<file path="src/lfvc_pkg.sv">
package lfvc_pkg;

  // Default CORDIC iteration count and length of the arctangent table
  localparam int CORDIC_STAGES_DEF = 16;
  localparam int ATAN_ENTRIES      = 24;

  // Datapath widths: offsets scaled to Q4.28 plus CORDIC growth, angle in Q28 rad
  localparam int IN_W  = 16;
  localparam int CFG_W = 15;
  localparam int IDX_W = 3;
  localparam int XW    = 36;
  localparam int ZW    = 33;

  // Configuration register indexes
  localparam logic [IDX_W-1:0] REG_FOLLOW_DIST = 3'd0;
  localparam logic [IDX_W-1:0] REG_MAX_SPEED   = 3'd1;
  localparam logic [IDX_W-1:0] REG_KP_LINEAR   = 3'd2;
  localparam logic [IDX_W-1:0] REG_KP_ANGULAR  = 3'd3;

  // Register reset values
  localparam logic [CFG_W-1:0] FOLLOW_DIST_RST = 15'd4096;
  localparam logic [CFG_W-1:0] MAX_SPEED_RST   = 15'd2048;
  localparam logic [CFG_W-1:0] KP_LINEAR_RST   = 15'd4096;
  localparam logic [CFG_W-1:0] KP_ANGULAR_RST  = 15'd8192;

  // pi in Q28, CORDIC gain correction in Q30, bearing clamp in Q4.12 rad
  localparam logic signed [ZW-1:0] PI_Q28      = 33'sd843314857;
  localparam logic [29:0]          GAIN_Q30    = 30'd652032874;
  localparam logic signed [17:0]   BEARING_LIM = 18'sd12868;

  typedef struct packed {
    logic [CFG_W-1:0] follow_gap;
    logic [CFG_W-1:0] speed_lim;
    logic [CFG_W-1:0] lin_gain;
    logic [CFG_W-1:0] ang_gain;
  } cfg_t;

  typedef struct packed {
    logic                 vld;
    logic                 zero;
    logic signed [XW-1:0] x;
    logic signed [ZW-1:0] z;
  } cordic_res_t;

  // atan(2^-i) in Q28, rounded to nearest
  function automatic logic signed [ZW-1:0] atan_q28(input int idx);
    case (idx)
      0:       return 33'sd210828714;
      1:       return 33'sd124459457;
      2:       return 33'sd65760959;
      3:       return 33'sd33381290;
      4:       return 33'sd16755422;
      5:       return 33'sd8385879;
      6:       return 33'sd4193963;
      7:       return 33'sd2097109;
      8:       return 33'sd1048571;
      9:       return 33'sd524287;
      10:      return 33'sd262144;
      11:      return 33'sd131072;
      12:      return 33'sd65536;
      13:      return 33'sd32768;
      14:      return 33'sd16384;
      15:      return 33'sd8192;
      16:      return 33'sd4096;
      17:      return 33'sd2048;
      18:      return 33'sd1024;
      19:      return 33'sd512;
      20:      return 33'sd256;
      21:      return 33'sd128;
      22:      return 33'sd64;
      23:      return 33'sd32;
      default: return '0;
    endcase
  endfunction

endpackage

</file>
<file path="src/lfvc_cordic.sv">
module lfvc_cordic #(
  parameter int STAGES = lfvc_pkg::CORDIC_STAGES_DEF
) (
  input  logic                              clk,
  input  logic                              rst_n,
  input  logic                              in_vld,
  input  logic signed [lfvc_pkg::IN_W-1:0]  in_offset_x,
  input  logic signed [lfvc_pkg::IN_W-1:0]  in_offset_y,
  output lfvc_pkg::cordic_res_t             res
);

  localparam int XW = lfvc_pkg::XW;
  localparam int ZW = lfvc_pkg::ZW;

  logic                 vld_r  [0:STAGES];
  logic                 zero_r [0:STAGES];
  logic signed [XW-1:0] x_r    [0:STAGES];
  logic signed [XW-1:0] y_r    [0:STAGES];
  logic signed [ZW-1:0] z_r    [0:STAGES];

  logic signed [XW-1:0] xe;
  logic signed [XW-1:0] ye;
  logic signed [XW-1:0] x0_nxt;
  logic signed [XW-1:0] y0_nxt;
  logic signed [ZW-1:0] z0_nxt;
  logic                 zero0_nxt;

  // Scale offsets to Q4.28 and fold the left half plane onto the right
  always_comb begin
    xe = {{(XW-lfvc_pkg::IN_W-16){in_offset_x[lfvc_pkg::IN_W-1]}}, in_offset_x, 16'b0};
    ye = {{(XW-lfvc_pkg::IN_W-16){in_offset_y[lfvc_pkg::IN_W-1]}}, in_offset_y, 16'b0};
    x0_nxt = xe;
    y0_nxt = ye;
    z0_nxt = '0;
    if (in_offset_x[lfvc_pkg::IN_W-1]) begin
      x0_nxt = -xe;
      y0_nxt = -ye;
      z0_nxt = in_offset_y[lfvc_pkg::IN_W-1] ? -lfvc_pkg::PI_Q28 : lfvc_pkg::PI_Q28;
    end
    zero0_nxt = (in_offset_x == '0) && (in_offset_y == '0);
  end

  always_ff @(posedge clk) begin
    if (!rst_n) begin
      vld_r[0] <= 1'b0;
    end else begin
      vld_r[0] <= in_vld;
    end
  end

  always_ff @(posedge clk) begin
    zero_r[0] <= zero0_nxt;
    x_r[0]    <= x0_nxt;
    y_r[0]    <= y0_nxt;
    z_r[0]    <= z0_nxt;
  end

  // One micro-rotation per register stage
  for (genvar i = 0; i < STAGES; i++) begin : g_stage
    logic signed [XW-1:0] x_nxt;
    logic signed [XW-1:0] y_nxt;
    logic signed [ZW-1:0] z_nxt;

    // Rotate toward the x axis, accumulate the angle
    always_comb begin
      if (!y_r[i][XW-1]) begin
        x_nxt = x_r[i] + (y_r[i] >>> i);
        y_nxt = y_r[i] - (x_r[i] >>> i);
        z_nxt = z_r[i] + lfvc_pkg::atan_q28(i);
      end else begin
        x_nxt = x_r[i] - (y_r[i] >>> i);
        y_nxt = y_r[i] + (x_r[i] >>> i);
        z_nxt = z_r[i] - lfvc_pkg::atan_q28(i);
      end
    end

    always_ff @(posedge clk) begin
      if (!rst_n) begin
        vld_r[i+1] <= 1'b0;
      end else begin
        vld_r[i+1] <= vld_r[i];
      end
    end

    always_ff @(posedge clk) begin
      zero_r[i+1] <= zero_r[i];
      x_r[i+1]    <= x_nxt;
      y_r[i+1]    <= y_nxt;
      z_r[i+1]    <= z_nxt;
    end
  end

  assign res.vld  = vld_r[STAGES];
  assign res.zero = zero_r[STAGES];
  assign res.x    = x_r[STAGES];
  assign res.z    = z_r[STAGES];

endmodule

</file>
<file path="config.mk">
export PLATFORM = sky130hd
export DESIGN_NAME = lfvc_cordic
export DESIGN_NICKNAME = d
export VERILOG_FILES = /design/src/lfvc_pkg.sv /design/src/lfvc_cordic.sv
export SDC_FILE = /design/constraint.sdc
export NUM_CORES = 2
export LEC_CHECK = 0
export BUFFER_PORTS_ARGS = -buffer_cell sky130_fd_sc_hd__buf_4
export CAP_MARGIN = 20
export CORE_MARGIN = 2
export CORE_UTILIZATION = 60
export DETAILED_ROUTE_END_ITERATION = 8
export PLACE_DENSITY_LB_ADDON = 0.05
export SYNTH_ARGS = -nofsm -noshare
export SYNTH_HDL_FRONTEND = slang
export SYNTH_SLANG_ARGS = --single-unit
</file>
<file path="constraint.sdc">
create_clock -name clk -period 5.61 [get_ports clk]
set_clock_uncertainty 0.05 [all_clocks]
set_input_delay 0.2805 -clock clk [delete_from_list [all_inputs] [get_ports clk]]
set_output_delay 0.2805 -clock clk [all_outputs]
set_load 0.01 [all_outputs]
</file>
==> results.py <==
metrics = {
    "grt": {
        "antenna_found_initial": 15,
        "grt_pass1_vias": 90700,
        "grt_max_degree": 86,
        "track_usage_pct": 31.8,
        "grt_pass1_wl_um": 484000,
        "overflow": 0,
    },
    "floorplanning": {
        "core_area_mm2": 0.183,
        "io_pins": 106,
        "die_h_um": 433,
        "die_width_um": 433,
        "start_util_pct": 60.4,
        "std_cell_rows": 157,
        "die_area_mm2": 0.188,
    },
    "clock_tree": {
        "ctsResizeCount": 0,
        "cts_root_buf": "clkbuf_16",
        "clkSlewWorstSetupHoldPaths_ps": 60,
        "cts_tree": "built",
        "numCtsBuffers": 173,
        "cts.path.max_buffers": 3,
        "post_cts_buffers": 0,
        "clk_latency_ps": 840,
        "cts.sinks": 1574,
        "htreeDepth": 4,
    },
    "cells_and_area": {
        "area_delta_synth_final_pct": 9.33,
        "drive_gt1_share_pct": 4.84,
        "layout_commonest_cell": "dfxtp_1",
        "fin_nets": 14700,
        "layout_common_cells": "dfxtp_1, ha_1, a21oi_1, xnor2_1, nor2_1",
    },
    "route": {
        "wl_um": 308000,
        "route.met3.wl_um": 17600,
        "highest_layer": "met5",
        "dr.pass1.iters": 8,
        "route.met2.wl_um": 141000,
        "drtAntennaViolNets": 0,
        "routedWlPerCell_um": 19.4,
        "route.detailed.drc": 0,
        "via_per_inst": 5.99,
        "drt-met1-wl_um": 135000,
        "initialDrtViolationCount": 7254,
        "via_count": 95000,
    },
    "yosys": {
        "synth_area_per_cell_um2": 8.48,
        "ys_ff_latch": 1574,
        "ys_types": 101,
        "netlist_instances": 13000,
        "netlist_area_mm2": 0.111,
        "synth_async_sr_flop_share_pct": 0,
        "yosysWarningCount": 0,
        "synth_edf_count": 0,
        "synth_ff_type": "dfxtp_1",
        "yosysSeqAreaShare_pct": 28.5,
    },
    "worst_setup_path": {
        "crit_path_start_kind": "flop",
        "criticalPathCategory": "reg2reg",
        "crit_required_ps": 6330,
        "cp_max_fo": 7,
        "cp.arrival_ps": 5990,
        "crit_path_end_kind": "flop",
    },
    "placed_design": {
        "hpwl_um": 248000,
        "gp_congestion": 1.01,
        "portBuffers": 105,
    },
    "timing": {
        "timing.final.hold_violations": 0,
        "tightestPinTransition_ps": 1300,
        "finalSetupTns_ps": 0,
        "finalCritPeriodShare_pct": 94.0,
        "max_freq_mhz": 190,
        "relSlewSlack_pct": 12.4,
        "grt_setup_unrepaired": "no",
        "finalMaxSlewViolations": 0,
        "fin_crit_ps": 5270,
        "finalSetupViolations": 0,
    },
    "run": {
        "maxCapViolations": 0,
    },
    "status": {
        "outcome": "completed",
    },
    "worst_hold_path": {
        "min_path_type": "in2reg",
    },
}
[path summary, 6_finish.rpt]
path / startpoint / to / slack (ps) / cells after the start
worst max-delay path: x_r[13][16] / y_r[0][538] / 340 / 17
worst min-delay path: in_offset_x[0] / x_r[0][16] / 50 / 2
worst max register to register: x_r[13][16] / y_r[0][538] / 340 / 17
worst min register to register: z_r[12][4] / z_r[13][4] / 260 / 0
[metrics by stage]
step / worst slack [ps] / instances / hold slack (ps) / cell area, µm² / util [%]
CTS: 551 / 15800 / 3.30 / 121000 / 65.9
global route: 40.0 / 15900 / 39.7 / 121000 / 66.0
floorplan: 899 / 13000 / 258 / 111000 / -
detailed placement: 593 / 15500 / 262 / 114000 / 62.3
global placement: 598 / 15500 / 260 / 114000 / 62.3
finish: 336 / 15900 / 53.4 / 121000 / 66.0
[Yosys cell counts, drive strengths merged, types with 31 or more instances]
cell       n  area, µm²
nor4     130        835
and2     102        638
o21bai   163       1220
or2       49        307
a211oi    80        601
o211ai    47        358
nor3     369       1860
fa        44        881
nor3b     34        255
o41ai     53        517
a21boi    66        499
dfxtp   1574      31500
ha      1373      17200
a31oi    147        926
a21o     587       4410
and3     142        888
nand3    218       1100
nor2    1231       4620
or4       32        240
o21ai    600       3000
nor2b    209       1310
nand2b   181       1130
o31a      31        272
o31ai     71        533
a21oi   1329       6670
or3       75        469
xnor2   1254      11000
o21a     176       1320
inv      638       2390
nand4     95        594
nand2    621       2330
mux2      32        360
xor2     611       5350
clkbuf   187        703
a31o      43        377
[cell families (layout without fill, tap and decap cells)]
kind of cell / after synthesis / in the layout / share of synthesized area [%]
AOI/OAI and AO/OA: 3686 / 3686 / 21.2
and+or+nand+nor: 3581 / 3581 / 15.7
xor gates and xnor gates: 1865 / 1865 / 14.8
DFF: 1574 / 1574 / 28.5
adders and majority gates: 1417 / 1417 / 16.3
buffers and inverters: 857 / 1192 / 2.92
muxes: 56 / 56 / 0.543
other: 1 / 33 / 0.00339
[metal layers]
layer	vias to the layer above	track usage (%)
li1	46900	-
met5	-	0
met2	2767	52.3
met1	44800	41.6
met4	2	14.2
met3	570	4.20
[area by class of cell]
type | instances | area [µm²]
Multi-Input combinational cell | 10600 | 75800
Fill cell | 15500 | 62300
Sequential cell | 1574 | 31500
Clock buffer | 224 | 4810
Tap cell | 2464 | 3080
Inverter | 640 | 2400
Timing Repair Buffer | 231 | 1910
Clock inverter | 97 | 1230
Antenna cell | 29 | 72.6
[state kept, by name, summed over array words and instances, names as in the netlist]
signal and count:
x_r 531, y_r 482, z_r 527, vld_r 17, zero_r 17
[critical path: stages, from the launching register on]
cell and delay (ps):
dfxtp_1 360, nor4_1 760, nor4b_1 550, and2_1 310, nor2_1 80, xnor2_1 130
ha_1 380, a21oi_1 190, o21bai_1 80, a21oi_1 210, o21ai_0 100, a21o_1 180
a41oi_1 270, o211ai_1 230, o41ai_2 560, nor4b_1 110, a2111oi_0 490, xnor2_1 170
[timing repair]
item                                    in CTS  in global routing
endpoints found under the setup margin       0                  0
hold buffers                                57                  0
endpoints found under the hold margin       57                  0
Power is not shown: default switching activity piles up to over one toggle a cycle in this logic, so the estimate is an artifact.
